## src/rtl/pcm_to_dac_clip_agc_defines.svh

```systemverilog
// ---------------------------------------------------------------------------
// pcm_to_dac_clip_agc assertion macros
// Shared assertion wrappers; define NO_ASSERTIONS to compile them away.
// ---------------------------------------------------------------------------
`ifndef PCM_TO_DAC_CLIP_AGC_DEFINES_SVH
`define PCM_TO_DAC_CLIP_AGC_DEFINES_SVH

`ifndef NO_ASSERTIONS
// Checked on every clock edge outside of reset.
`define PCMDAC_ASSERT(name, prop) \
   name: assert property (@(posedge clock) disable iff (reset) prop) \
      else $error("pcm_to_dac_clip_agc assertion failed");
// Checked on every clock edge, reset included.
`define PCMDAC_ASSERT_ALWAYS(name, prop) \
   name: assert property (@(posedge clock) prop) \
      else $error("pcm_to_dac_clip_agc assertion failed");
`else
`define PCMDAC_ASSERT(name, prop)
`define PCMDAC_ASSERT_ALWAYS(name, prop)
`endif

`endif

```

## src/rtl/pcmdac_pkg.sv

```systemverilog
// ---------------------------------------------------------------------------
// pcmdac_pkg
// Types and constants shared by the PCM to DAC converter with clip AGC.
// ---------------------------------------------------------------------------
package pcmdac_pkg;

   localparam int SAMPLE_W         = 16;
   localparam int GAIN_W           = 17;
   localparam int SAMPLE_FRAC_BITS = 16;
   localparam int GAIN_FRAC_BITS   = 16;
   localparam int QUEUE_DEPTH      = 2;
   localparam int CSR_ADDR_W       = 4;
   localparam int CSR_DATA_W       = 32;

   localparam logic [GAIN_W-1:0] NOMINAL_RESET = 17'd117965;
   localparam logic [GAIN_W-1:0] ATTACK_RESET  = 17'd6554;
   localparam logic [GAIN_W-1:0] FLOOR_RESET   = 17'd6554;
   localparam logic [GAIN_W-1:0] RELEASE_RESET = 17'd131;

   typedef enum logic [1:0] {
      REG_NOMINAL_GAIN = 2'd0,
      REG_ATTACK_STEP  = 2'd1,
      REG_GAIN_FLOOR   = 2'd2,
      REG_RELEASE_STEP = 2'd3
   } pcmdac_reg_type;

   typedef enum logic [1:0] {
      FMT_STEREO     = 2'd0,
      FMT_STEREO_LSF = 2'd1,
      FMT_MONO       = 2'd2,
      FMT_MONO_LSF   = 2'd3
   } pcmdac_fmt_type;

   typedef enum logic [2:0] {
      BK_IDLE,
      BK_MUL,
      BK_SCALE,
      BK_EVAL,
      BK_REL
   } pcmdac_bk_state_type;

   typedef struct packed {
      logic [GAIN_W-1:0] nominal_gain;
      logic [GAIN_W-1:0] attack_step;
      logic [GAIN_W-1:0] gain_floor;
      logic [GAIN_W-1:0] rel_step;
   } pcmdac_cfg_type;

   // One unit of work for the back end. A stereo LSF pair carries the left
   // sample in sample_a and the right one in sample_b. A silent job produces
   // no beats and only carries a frame end.
   typedef struct packed {
      logic [SAMPLE_W-1:0] sample_a;
      logic [SAMPLE_W-1:0] sample_b;
      pcmdac_fmt_type      fmt;
      logic                fend;
      logic                silent;
   } pcmdac_job_type;

endpackage

```

## src/rtl/pcmdac_csr.sv

```systemverilog
// ---------------------------------------------------------------------------
// pcmdac_csr
// APB-style register file holding the gain control settings.
// ---------------------------------------------------------------------------
module pcmdac_csr import pcmdac_pkg::*; (
   input  logic                  clock,
   input  logic                  reset,
   input  logic                  csr_psel,
   input  logic                  csr_penable,
   input  logic                  csr_pwrite,
   input  logic [CSR_ADDR_W-1:0] csr_paddr,
   input  logic [CSR_DATA_W-1:0] csr_pwdata,
   output logic [CSR_DATA_W-1:0] csr_prdata,
   output logic                  csr_pready,
   output pcmdac_cfg_type        cfg
);

   pcmdac_cfg_type cfg_ff;
   pcmdac_cfg_type cfg_in;
   pcmdac_reg_type reg_sel;
   logic           wr_en;
   logic [GAIN_W-1:0] rd_val;

   assign csr_pready = 1'b1;
   assign wr_en      = csr_psel & csr_penable & csr_pwrite & csr_pready;
   assign reg_sel    = pcmdac_reg_type'(csr_paddr[3:2]);

   always_comb begin
      cfg_in = cfg_ff;
      rd_val = '0;
      unique case (reg_sel)
         REG_NOMINAL_GAIN: begin
            rd_val = cfg_ff.nominal_gain;
            if (wr_en) cfg_in.nominal_gain = csr_pwdata[GAIN_W-1:0];
         end
         REG_ATTACK_STEP: begin
            rd_val = cfg_ff.attack_step;
            if (wr_en) cfg_in.attack_step = csr_pwdata[GAIN_W-1:0];
         end
         REG_GAIN_FLOOR: begin
            rd_val = cfg_ff.gain_floor;
            if (wr_en) cfg_in.gain_floor = csr_pwdata[GAIN_W-1:0];
         end
         REG_RELEASE_STEP: begin
            rd_val = cfg_ff.rel_step;
            if (wr_en) cfg_in.rel_step = csr_pwdata[GAIN_W-1:0];
         end
         default: rd_val = '0;
      endcase
   end

   always_ff @(posedge clock) begin
      if (reset) begin
         cfg_ff.nominal_gain <= NOMINAL_RESET;
         cfg_ff.attack_step  <= ATTACK_RESET;
         cfg_ff.gain_floor   <= FLOOR_RESET;
         cfg_ff.rel_step     <= RELEASE_RESET;
      end else begin
         cfg_ff <= cfg_in;
      end
   end

   assign csr_prdata = CSR_DATA_W'(rd_val);
   assign cfg        = cfg_ff;

endmodule

```

## src/rtl/pcmdac_front.sv

```systemverilog
// ---------------------------------------------------------------------------
// pcmdac_front
// Accepts input beats, pairs LSF stereo samples and builds back-end jobs.
// ---------------------------------------------------------------------------
`include "pcm_to_dac_clip_agc_defines.svh"

module pcmdac_front import pcmdac_pkg::*; (
   input  logic                clock,
   input  logic                reset,
   input  logic                req_valid,
   output logic                req_stall,
   input  logic [SAMPLE_W-1:0] req_pcm_sample,
   input  logic [1:0]          req_frame_format,
   input  logic                req_frame_end,
   input  logic                queue_full,
   output logic                push,
   output pcmdac_job_type      job
);

   logic                held_ff;
   logic                held_in;
   logic [SAMPLE_W-1:0] held_sample_ff;
   logic [SAMPLE_W-1:0] held_sample_in;
   logic                accept;
   pcmdac_fmt_type      fmt;

   assign req_stall = queue_full;
   assign accept    = req_valid & ~req_stall;
   assign fmt       = pcmdac_fmt_type'(req_frame_format);

   always_comb begin
      held_in         = held_ff;
      held_sample_in  = held_sample_ff;
      push            = 1'b0;
      job.sample_a    = req_pcm_sample;
      job.sample_b    = req_pcm_sample;
      job.fmt         = fmt;
      job.fend        = req_frame_end;
      job.silent      = 1'b0;
      if (accept) begin
         if (fmt != FMT_STEREO_LSF) begin
            // Another format drops any waiting left sample.
            held_in = 1'b0;
            push    = 1'b1;
         end else if (!held_ff) begin
            if (!req_frame_end) begin
               held_in        = 1'b1;
               held_sample_in = req_pcm_sample;
            end else begin
               // A lone left sample that ends the frame only triggers release.
               push       = 1'b1;
               job.silent = 1'b1;
            end
         end else begin
            push         = 1'b1;
            job.sample_a = held_sample_ff;
            held_in      = 1'b0;
         end
      end
   end

   always_ff @(posedge clock) begin
      if (reset) begin
         held_ff <= 1'b0;
      end else begin
         held_ff <= held_in;
      end
   end

   always_ff @(posedge clock) begin
      held_sample_ff <= held_sample_in;
   end

   `PCMDAC_ASSERT(a_silent_job_ends_frame, push && job.silent |-> job.fend)

endmodule

```

## src/rtl/pcmdac_fifo.sv

```systemverilog
// ---------------------------------------------------------------------------
// pcmdac_fifo
// Short job queue between the front end and the back end.
// ---------------------------------------------------------------------------
`include "pcm_to_dac_clip_agc_defines.svh"

module pcmdac_fifo import pcmdac_pkg::*; (
   input  logic           clock,
   input  logic           reset,
   input  logic           push,
   input  pcmdac_job_type push_job,
   input  logic           pop,
   output pcmdac_job_type pop_job,
   output logic           full,
   output logic           empty
);

   localparam int PTR_W = (QUEUE_DEPTH > 1) ? $clog2(QUEUE_DEPTH) : 1;
   localparam int CNT_W = $clog2(QUEUE_DEPTH + 1);

   pcmdac_job_type   entry_ff [QUEUE_DEPTH];
   logic [PTR_W-1:0] wr_ptr_ff;
   logic [PTR_W-1:0] wr_ptr_in;
   logic [PTR_W-1:0] rd_ptr_ff;
   logic [PTR_W-1:0] rd_ptr_in;
   logic [CNT_W-1:0] count_ff;
   logic [CNT_W-1:0] count_in;

   assign full    = (count_ff == CNT_W'(QUEUE_DEPTH));
   assign empty   = (count_ff == '0);
   assign pop_job = entry_ff[rd_ptr_ff];

   always_comb begin
      wr_ptr_in = wr_ptr_ff;
      rd_ptr_in = rd_ptr_ff;
      count_in  = count_ff;
      if (push) begin
         wr_ptr_in = (wr_ptr_ff == PTR_W'(QUEUE_DEPTH - 1)) ? '0 : wr_ptr_ff + 1'b1;
      end
      if (pop) begin
         rd_ptr_in = (rd_ptr_ff == PTR_W'(QUEUE_DEPTH - 1)) ? '0 : rd_ptr_ff + 1'b1;
      end
      if (push && !pop) begin
         count_in = count_ff + 1'b1;
      end else if (pop && !push) begin
         count_in = count_ff - 1'b1;
      end
   end

   always_ff @(posedge clock) begin
      if (reset) begin
         wr_ptr_ff <= '0;
         rd_ptr_ff <= '0;
         count_ff  <= '0;
      end else begin
         wr_ptr_ff <= wr_ptr_in;
         rd_ptr_ff <= rd_ptr_in;
         count_ff  <= count_in;
      end
   end

   always_ff @(posedge clock) begin
      if (push) begin
         entry_ff[wr_ptr_ff] <= push_job;
      end
   end

   `PCMDAC_ASSERT(a_queue_no_overflow, push |-> !full)
   `PCMDAC_ASSERT(a_queue_no_underflow, pop |-> !empty)
   `PCMDAC_ASSERT_ALWAYS(a_queue_reset_empty, reset |=> empty)

endmodule

```

## src/rtl/pcmdac_back.sv

```systemverilog
// ---------------------------------------------------------------------------
// pcmdac_back
// Scales queued samples to DAC codes, runs the clip AGC and emits the beats.
// ---------------------------------------------------------------------------
`include "pcm_to_dac_clip_agc_defines.svh"

module pcmdac_back import pcmdac_pkg::*; #(
   parameter int DAC_BITS = 12
) (
   input  logic                clock,
   input  logic                reset,
   input  pcmdac_cfg_type      cfg,
   input  pcmdac_job_type      job,
   input  logic                job_empty,
   output logic                job_pop,
   output logic                rsp_valid,
   input  logic                rsp_stall,
   output logic [DAC_BITS-1:0] rsp_dac_code,
   output logic                rsp_was_clipped,
   output logic                rsp_run_last
);

   localparam int PROD_W   = GAIN_W + SAMPLE_W;
   localparam int SCALED_W = PROD_W + DAC_BITS - 1;
   localparam int SHIFT    = SAMPLE_FRAC_BITS + GAIN_FRAC_BITS;
   localparam int PW       = SCALED_W - SHIFT;
   localparam int CW       = ((PW > DAC_BITS) ? PW : DAC_BITS) + 2;
   localparam logic [DAC_BITS-1:0] CODE_MAX  = {DAC_BITS{1'b1}};
   localparam logic [DAC_BITS-1:0] DAC_MID   = {1'b1, {(DAC_BITS - 1){1'b0}}};
   localparam logic [DAC_BITS-1:0] DAC_SCALE = {1'b0, {(DAC_BITS - 1){1'b1}}};

   // Returns {clipped, code} for a magnitude, its sign and the midpoint offset.
   function automatic logic [DAC_BITS:0] make_code(input logic [PW-1:0] p,
                                                   input logic neg,
                                                   input logic [DAC_BITS-1:0] offset);
      logic signed [CW-1:0] off_x;
      logic signed [CW-1:0] p_x;
      logic signed [CW-1:0] c;
      logic                 under;
      logic                 over;
      logic [DAC_BITS-1:0]  code;
      off_x = $signed(CW'(offset));
      p_x   = $signed(CW'(p));
      c     = neg ? off_x - p_x : off_x + p_x;
      under = c[CW-1];
      over  = !under && (c[CW-2:0] > (CW-1)'(CODE_MAX));
      code  = under ? '0 : (over ? CODE_MAX : c[DAC_BITS-1:0]);
      return {under | over, code};
   endfunction

   pcmdac_bk_state_type state_ff;
   pcmdac_bk_state_type state_in;

   // Job registers, loaded on a pop.
   logic [SAMPLE_W-1:0] mag_a_ff;
   logic [SAMPLE_W-1:0] mag_b_ff;
   logic                neg_a_ff;
   logic                neg_b_ff;
   pcmdac_fmt_type      fmt_ff;
   logic                fend_ff;
   logic                silent_ff;

   // Datapath stages; they run freely and are consumed in the matching state.
   logic [PROD_W-1:0]   prod_a_ff;
   logic [PROD_W-1:0]   prod_b_ff;
   logic [SCALED_W-1:0] scaled_a;
   logic [SCALED_W-1:0] scaled_b;
   logic [PW-1:0]       p_a_ff;
   logic [PW-1:0]       p_b_ff;
   logic                gt_floor_ff;
   logic                gt_attack_ff;
   logic [GAIN_W-1:0]   gain_sub_ff;

   logic [GAIN_W-1:0]   gain_ff;
   logic [GAIN_W-1:0]   gain_start_ff;
   logic [GAIN_W-1:0]   gain_clip;
   logic [GAIN_W:0]     gain_sum;
   logic [GAIN_W-1:0]   gain_rel;

   logic [DAC_BITS-1:0] offset;
   logic [DAC_BITS:0]   res_a;
   logic [DAC_BITS:0]   res_b;
   logic                clip_any;
   logic [1:0]          em_last_in;

   // Output stage.
   logic                em_busy_ff;
   logic [1:0]          em_idx_ff;
   logic [1:0]          em_last_ff;
   logic                em_pair_ff;
   logic                em_clip_ff;
   logic [DAC_BITS-1:0] em_code_a_ff;
   logic [DAC_BITS-1:0] em_code_b_ff;
   logic                beat;
   logic                em_done_beat;
   logic                em_free;

   logic                advance;
   logic                ld_em;
   logic                ld_gain_clip;
   logic                ld_rel;

   assign beat         = em_busy_ff & ~rsp_stall;
   assign em_done_beat = beat & (em_idx_ff == em_last_ff);
   assign em_free      = ~em_busy_ff | em_done_beat;

   // Code evaluation and gain arithmetic.
   always_comb begin
      offset   = (fmt_ff == FMT_STEREO) ? DAC_SCALE : DAC_MID;
      res_a    = make_code(p_a_ff, neg_a_ff, offset);
      res_b    = make_code(p_b_ff, neg_b_ff, offset);
      clip_any = res_a[DAC_BITS] | ((fmt_ff == FMT_STEREO_LSF) & res_b[DAC_BITS]);
      gain_clip = gt_floor_ff ? (gt_attack_ff ? gain_sub_ff : '0) : cfg.gain_floor;
      gain_sum  = {1'b0, gain_ff} + {1'b0, cfg.rel_step};
      if (gain_ff == gain_start_ff) begin
         gain_rel = (gain_sum > {1'b0, cfg.nominal_gain}) ? cfg.nominal_gain
                                                          : gain_sum[GAIN_W-1:0];
      end else begin
         gain_rel = gain_ff;
      end
      unique case (fmt_ff)
         FMT_STEREO:     em_last_in = 2'd0;
         FMT_STEREO_LSF: em_last_in = 2'd3;
         FMT_MONO:       em_last_in = 2'd1;
         FMT_MONO_LSF:   em_last_in = 2'd3;
         default:        em_last_in = 2'd0;
      endcase
   end

   // Sequencer: next state and strobes.
   always_comb begin
      state_in     = state_ff;
      job_pop      = 1'b0;
      advance      = 1'b0;
      ld_em        = 1'b0;
      ld_gain_clip = 1'b0;
      ld_rel       = 1'b0;
      unique case (state_ff)
         BK_IDLE:  advance = 1'b1;
         BK_MUL:   state_in = BK_SCALE;
         BK_SCALE: state_in = BK_EVAL;
         BK_EVAL: begin
            if (silent_ff || em_free) begin
               ld_em        = ~silent_ff;
               ld_gain_clip = ~silent_ff & clip_any;
               if (fend_ff) begin
                  state_in = BK_REL;
               end else begin
                  advance = 1'b1;
               end
            end
         end
         BK_REL: begin
            ld_rel  = 1'b1;
            advance = 1'b1;
         end
         default: state_in = BK_IDLE;
      endcase
      if (advance) begin
         if (!job_empty) begin
            job_pop  = 1'b1;
            state_in = BK_MUL;
         end else begin
            state_in = BK_IDLE;
         end
      end
   end

   always_ff @(posedge clock) begin
      if (reset) begin
         state_ff <= BK_IDLE;
      end else begin
         state_ff <= state_in;
      end
   end

   always_ff @(posedge clock) begin
      if (reset) begin
         fmt_ff    <= FMT_STEREO;
         fend_ff   <= 1'b0;
         silent_ff <= 1'b0;
      end else if (job_pop) begin
         fmt_ff    <= job.fmt;
         fend_ff   <= job.fend;
         silent_ff <= job.silent;
      end
   end

   always_ff @(posedge clock) begin
      if (job_pop) begin
         mag_a_ff <= job.sample_a[SAMPLE_W-1] ? -job.sample_a : job.sample_a;
         mag_b_ff <= job.sample_b[SAMPLE_W-1] ? -job.sample_b : job.sample_b;
         neg_a_ff <= job.sample_a[SAMPLE_W-1];
         neg_b_ff <= job.sample_b[SAMPLE_W-1];
      end
   end

   // Scaling by 2^(DAC_BITS-1)-1 is done as a shift and a subtract after the
   // multiply; the shift back truncates the magnitude, i.e. toward zero.
   assign scaled_a = (SCALED_W'(prod_a_ff) << (DAC_BITS - 1)) - SCALED_W'(prod_a_ff);
   assign scaled_b = (SCALED_W'(prod_b_ff) << (DAC_BITS - 1)) - SCALED_W'(prod_b_ff);

   always_ff @(posedge clock) begin
      prod_a_ff    <= PROD_W'(gain_ff) * PROD_W'(mag_a_ff);
      prod_b_ff    <= PROD_W'(gain_ff) * PROD_W'(mag_b_ff);
      p_a_ff       <= scaled_a[SCALED_W-1:SHIFT];
      p_b_ff       <= scaled_b[SCALED_W-1:SHIFT];
      gt_floor_ff  <= gain_ff > cfg.gain_floor;
      gt_attack_ff <= gain_ff > cfg.attack_step;
      gain_sub_ff  <= gain_ff - cfg.attack_step;
   end

   always_ff @(posedge clock) begin
      if (reset) begin
         gain_ff       <= NOMINAL_RESET;
         gain_start_ff <= NOMINAL_RESET;
      end else if (ld_rel) begin
         // The gain after release is also where the next frame starts.
         gain_ff       <= gain_rel;
         gain_start_ff <= gain_rel;
      end else if (ld_gain_clip) begin
         gain_ff <= gain_clip;
      end
   end

   always_ff @(posedge clock) begin
      if (reset) begin
         em_busy_ff <= 1'b0;
         em_idx_ff  <= '0;
      end else if (ld_em) begin
         em_busy_ff <= 1'b1;
         em_idx_ff  <= '0;
      end else if (beat) begin
         em_busy_ff <= ~em_done_beat;
         em_idx_ff  <= em_idx_ff + 1'b1;
      end
   end

   always_ff @(posedge clock) begin
      if (ld_em) begin
         em_last_ff   <= em_last_in;
         em_pair_ff   <= (fmt_ff == FMT_STEREO_LSF);
         em_clip_ff   <= clip_any;
         em_code_a_ff <= res_a[DAC_BITS-1:0];
         em_code_b_ff <= res_b[DAC_BITS-1:0];
      end
   end

   // LSF pairs alternate left and right; other formats repeat one code.
   assign rsp_valid       = em_busy_ff;
   assign rsp_dac_code    = (em_pair_ff && em_idx_ff[0]) ? em_code_b_ff : em_code_a_ff;
   assign rsp_was_clipped = em_clip_ff;
   assign rsp_run_last    = (em_idx_ff == em_last_ff);

   `PCMDAC_ASSERT(a_frame_gain_set_in_release, !$stable(gain_start_ff) && !$past(reset) |-> $past(state_ff) == BK_REL)

endmodule

```

## src/rtl/pcm_to_dac_clip_agc.sv

```systemverilog
// ---------------------------------------------------------------------------
// pcm_to_dac_clip_agc
// PCM sample to DAC code converter with clip-driven gain control.
// ---------------------------------------------------------------------------
// Input beats carry one signed PCM sample, its frame format and a frame end
// mark. Output beats carry one DAC code, a clip flag and a mark on the last
// beat of each input's run: one beat for full stereo, two for full mono, four
// for LSF mono, and four (L, R, L, R) on the right sample of an LSF pair.
// Both channels use valid and stall; a beat moves when valid is high and
// stall is low. The gain settings sit behind an APB-style register port and
// must be written only while the block is idle; the block does not enforce
// this. An accepted input reaches its first output beat through the job
// queue, job registers, product and scaled registers and output register.
// The back end steps each queued sample through multiply, scale and
// evaluate, plus release at a frame end. As the gain loop runs through the
// multiplier, a sample is multiplied only after the one ahead is evaluated,
// maybe while its beats still go out. A two-entry job queue keeps the input
// side taking beats while results wait. When the receiver stalls, the current
// beat holds, the queue fills and then req_stall rises. Synchronous reset
// restores default settings and gain, drops a held left sample and all jobs.
// ---------------------------------------------------------------------------
module pcm_to_dac_clip_agc import pcmdac_pkg::*; #(
   parameter int DAC_BITS = 12
) (
   input  logic                  clock,
   input  logic                  reset,
   input  logic                  req_valid,
   output logic                  req_stall,
   input  logic [SAMPLE_W-1:0]   req_pcm_sample,
   input  logic [1:0]            req_frame_format,
   input  logic                  req_frame_end,
   output logic                  rsp_valid,
   input  logic                  rsp_stall,
   output logic [DAC_BITS-1:0]   rsp_dac_code,
   output logic                  rsp_was_clipped,
   output logic                  rsp_run_last,
   input  logic                  csr_psel,
   input  logic                  csr_penable,
   input  logic                  csr_pwrite,
   input  logic [CSR_ADDR_W-1:0] csr_paddr,
   input  logic [CSR_DATA_W-1:0] csr_pwdata,
   output logic [CSR_DATA_W-1:0] csr_prdata,
   output logic                  csr_pready
);

   pcmdac_cfg_type cfg;
   pcmdac_job_type push_job;
   pcmdac_job_type pop_job;
   logic           push;
   logic           pop;
   logic           queue_full;
   logic           queue_empty;

   pcmdac_csr u_csr (
      .clock       (clock),
      .reset       (reset),
      .csr_psel    (csr_psel),
      .csr_penable (csr_penable),
      .csr_pwrite  (csr_pwrite),
      .csr_paddr   (csr_paddr),
      .csr_pwdata  (csr_pwdata),
      .csr_prdata  (csr_prdata),
      .csr_pready  (csr_pready),
      .cfg         (cfg)
   );

   pcmdac_front u_front (
      .clock            (clock),
      .reset            (reset),
      .req_valid        (req_valid),
      .req_stall        (req_stall),
      .req_pcm_sample   (req_pcm_sample),
      .req_frame_format (req_frame_format),
      .req_frame_end    (req_frame_end),
      .queue_full       (queue_full),
      .push             (push),
      .job              (push_job)
   );

   pcmdac_fifo u_fifo (
      .clock    (clock),
      .reset    (reset),
      .push     (push),
      .push_job (push_job),
      .pop      (pop),
      .pop_job  (pop_job),
      .full     (queue_full),
      .empty    (queue_empty)
   );

   pcmdac_back #(
      .DAC_BITS (DAC_BITS)
   ) u_back (
      .clock           (clock),
      .reset           (reset),
      .cfg             (cfg),
      .job             (pop_job),
      .job_empty       (queue_empty),
      .job_pop         (pop),
      .rsp_valid       (rsp_valid),
      .rsp_stall       (rsp_stall),
      .rsp_dac_code    (rsp_dac_code),
      .rsp_was_clipped (rsp_was_clipped),
      .rsp_run_last    (rsp_run_last)
   );

endmodule

```

## config.mk

```make
export PLATFORM = sky130hd
export DESIGN_NAME = pcm_to_dac_clip_agc
export DESIGN_NICKNAME = d
export VERILOG_FILES = /design/src/rtl/pcmdac_pkg.sv /design/src/rtl/pcmdac_csr.sv /design/src/rtl/pcmdac_front.sv /design/src/rtl/pcmdac_fifo.sv /design/src/rtl/pcmdac_back.sv /design/src/rtl/pcm_to_dac_clip_agc.sv
export VERILOG_INCLUDE_DIRS = /design/src /design/src/rtl
export SDC_FILE = /design/constraint.sdc
export NUM_CORES = 2
export LEC_CHECK = 0
export BUFFER_PORTS_ARGS = -buffer_cell sky130_fd_sc_hd__buf_2
export CAP_MARGIN = 20
export CORE_AREA = 2 2 300 302
export DETAILED_ROUTE_END_ITERATION = 10
export DIE_AREA = 0 0 302 304
export PLACE_DENSITY_LB_ADDON = 0.2
export SYNTH_ARGS = -nofsm -noshare
export SYNTH_HDL_FRONTEND = slang
export SYNTH_SLANG_ARGS = --single-unit
```

## constraint.sdc

```tcl
create_clock -name clock -period 9.78 [get_ports clock]
set_input_delay 0.489 -clock clock [delete_from_list [all_inputs] [get_ports clock]]
set_output_delay 0.489 -clock clock [all_outputs]
set_load 0.03 [all_outputs]
```

==> out/metrics.cfg <==
[status]
status = completed

[clocking]
hold_buffers = 0
cts_buffers = 46
clk_path_buf_depth = 3
cts_htree_levels = 2
clock_latency_ns = 0.62
clkSinkCount = 377
postCtsSetupBuffers = 0
cts_root_buffer = clkbuf_16
cts_tree = built
cts_resized = 0
clkTransAtPathRegs_ns = 0.06

[timing]
rsz0062_at_grt = no
tightest_slew_ns = 1.13
final_hold_viol_count = 0
whs_ns = 0.109
finalCritPeriodShare_pct = 75.6
max_freq_mhz = 135
setup_viol = 0
maxSlewViolCount = 0
setup_tns_ns = 0
min_period_ns = 7.39
layout_setup_ws_ns = 2.39
maxSlewHeadroom_pct = 24.8
finClkSkew_ns = 0.0342

[cells_and_area]
mostFrequentLayoutCell = inv_1
seq_area_um2 = 9050
drive_above_1_share_pct = 6.38
final_cell_mix = 643 x inv_1, 506 x nand2_1, 422 x fa_1, 383 x ha_1, 276 x and2_1
antenna_cells = 0
multi_input_area_um2 = 25700
fin_nets = 4921
num-fill-cells = 8623
syn_to_final_growth_pct = 7.91

[critical_path]
critPathKind = register to register
slowest_delay_ns = 0.93
cp_common_cell = fa_1
required_ns = 10.31
cp_data_arrival_time_ns = 7.92
cp_slowest_cell = dfxtp_1
crit_fanout = 24
endpoint_kind = register
start_kind = register
cp_cell_sequence = buf_4 > nand2_1 > fa_1 > inv_1 > fa_1 > fa_1 > fa_1 > fa_1 > inv_1 > fa_1 > inv_1 > ha_1 > a21o_1 > a21o_1 > a21oi_1 > o21ai_0 > a2111oi_0 > o31ai_1 > a21o_1 > a21oi_1 > xnor2_1

[grt]
grt_start_max_net_pins = 73
grt_overflow_total = 0
grt_pass1_vias = 28000
grt_first_pass_wirelength_mm = 153
grt_antenna_before_repair = 1
grt.total_usage_pct = 21.0

[floorplan]
die_y_um = 304
rows = 110
io_pins = 111
core_area_um2 = 89000
initial_core_util_pct = 42.5
die_w_um = 302
fp.dieArea_um2 = 91800

[drt]
wl_per_cell_um = 18.1
drt-total-wl_mm = 95.3
drc = 0
final_antenna_net_count = 0
via_per_inst = 5.22
vias = 27500
drt_pass1_iterations = 5
drt_iter0_drc = 1564

[placement]
post-dp-hpwl_mm = 72.0
port_buffers = 77
pre_cts_slack_ns = 2.38
gp_congestion = 0.862

[logic_synthesis]
synth_edf_count = 150
ys.warnings.count = 0
syn_inst = 4062
synth_cell_type_count = 76
synthArstFlopShare_pct = 0
ys_seq_area_share_pct = 23.9
ys.flop_type = dfxtp_1
ys_ff_latch = 377
syn_avg_cell_area_um2 = 9.32
synth_area_um2 = 37900

[min_path]
hold_path_class = input port to register

[job]
cap_viol_max_count = 0

cells in the mapped netlist (all sizes together), types with 6 or more instances:
| cell | number | area, µm² |
|---|---|---|
| nor4b | 6 | 52.6 |
| nand2 | 506 | 1900 |
| nand3 | 42 | 210 |
| a211oi | 26 | 200 |
| and3 | 13 | 81.3 |
| a211o | 7 | 61.3 |
| a311o | 10 | 100 |
| o41ai | 6 | 52.6 |
| or2 | 6 | 37.5 |
| o21bai | 18 | 135 |
| mux2 | 33 | 372 |
| mux4 | 17 | 383 |
| a2111oi | 6 | 58.8 |
| clkbuf | 153 | 574 |
| o221ai | 6 | 52.6 |
| ha | 383 | 4790 |
| edfxtp | 150 | 4500 |
| nor2 | 123 | 462 |
| o31ai | 13 | 97.6 |
| nand2b | 30 | 188 |
| o211ai | 34 | 255 |
| xnor2 | 115 | 1010 |
| nand4 | 23 | 144 |
| xor2 | 64 | 561 |
| buf | 31 | 198 |
| a221oi | 11 | 103 |
| mux2i | 50 | 500 |
| o21ai | 121 | 609 |
| and4 | 6 | 52.6 |
| a21oi | 197 | 986 |
| inv | 645 | 2420 |
| nor3 | 56 | 280 |
| and2 | 276 | 1730 |
| dfxtp | 227 | 4540 |
| fa | 422 | 8450 |
| a31oi | 14 | 87.6 |
| o32ai | 10 | 87.6 |
| o21a | 21 | 158 |
| a21o | 76 | 571 |
| a22oi | 8 | 60.1 |
| or3 | 14 | 87.6 |
| nor2b | 19 | 119 |
| nor4 | 12 | 81.3 |
final timing paths:
kind / from / slack [ns] / cells past startpoint / end
worst min-delay path: req_frame_format[0] / 0.11 / 1 / u_fifo.entry_ff[0][2]$_DFFE_PP_
worst max register to register: u_back.gain_ff[8]$_SDFFE_PP0P_ / 2.39 / 21 / u_back.prod_a_ff[31]$_DFF_P_
worst min register to register: u_csr.cfg[49]$_SDFFE_PP0P_ / 0.47 / 2 / u_csr.cfg[49]$_SDFFE_PP0P_
worst max-delay path: u_back.gain_ff[8]$_SDFFE_PP0P_ / 2.39 / 21 / u_back.prod_a_ff[31]$_DFF_P_
critical path, delay by kind of cell, from the launching register on:
kind / cells / cell delay (ns)
fa+ha+maj: 7 / 3.43
xor+xnor: 1 / 0.13
simple gates: 1 / 0.14
buf+inv: 4 / 0.65
compound gates: 8 / 1.99
flops: 1 / 0.93
layer usage:
layer | vias to the layer above | wire, µm | global-route usage (%)
met5 | - | 11 | 0
met4 | 2 | 2160 | 5.39
met3 | 116 | 5620 | 4.03
met2 | 631 | 43600 | 33.9
met1 | 13500 | 44000 | 28.9
li1 | 13200 | - | -
cell type report:
type | instances | area share (%)
multi-input cells | 2869 | 62.9
clock inverters | 16 | 0.487
well taps | 1176 | 3.60
flip-flops and latches | 377 | 22.1
repair buffers | 114 | 1.64
clock buffers | 67 | 3.31
inverters | 646 | 5.93
sequential cells by signal, summed over array words and instances, names as in the netlist, 16 cells and up, named ones only:
signal                  flops
u_back.gain_ff             17
u_back.gain_start_ff       17
u_back.gain_sub_ff         17
u_back.mag_a_ff            16
u_back.mag_b_ff            16
u_back.prod_a_ff           33
u_back.prod_b_ff           33
u_csr.cfg                  68
u_fifo.entry_ff            72
u_front.held_sample_ff     16
metrics by stage:
step,area [µm²],utilization (%),cells
final,40900,45.9,5265
after global placement,39300,44.1,5181
after global routing,40900,45.9,5265
after detailed placement,39300,44.1,5181
after floorplan,37900,-,4076
after CTS,40900,45.9,5264
cell families after synthesis:
logic type,count (synthesis),share of synthesized area [%]
multiplexers,100,3.31
AND/OR/NAND/NOR,1138,14.4
other,2,0.0198
AO/OA/AOI/OAI,631,10.8
buffers and inverters,830,8.44
adder cells (fa/ha/maj),805,35.0
flip-flops,377,23.9
XOR/XNOR,179,4.14
Power is left out: the tool's default activity adds up to more than one toggle a clock period on the data nets, which glitch-free logic cannot reach.
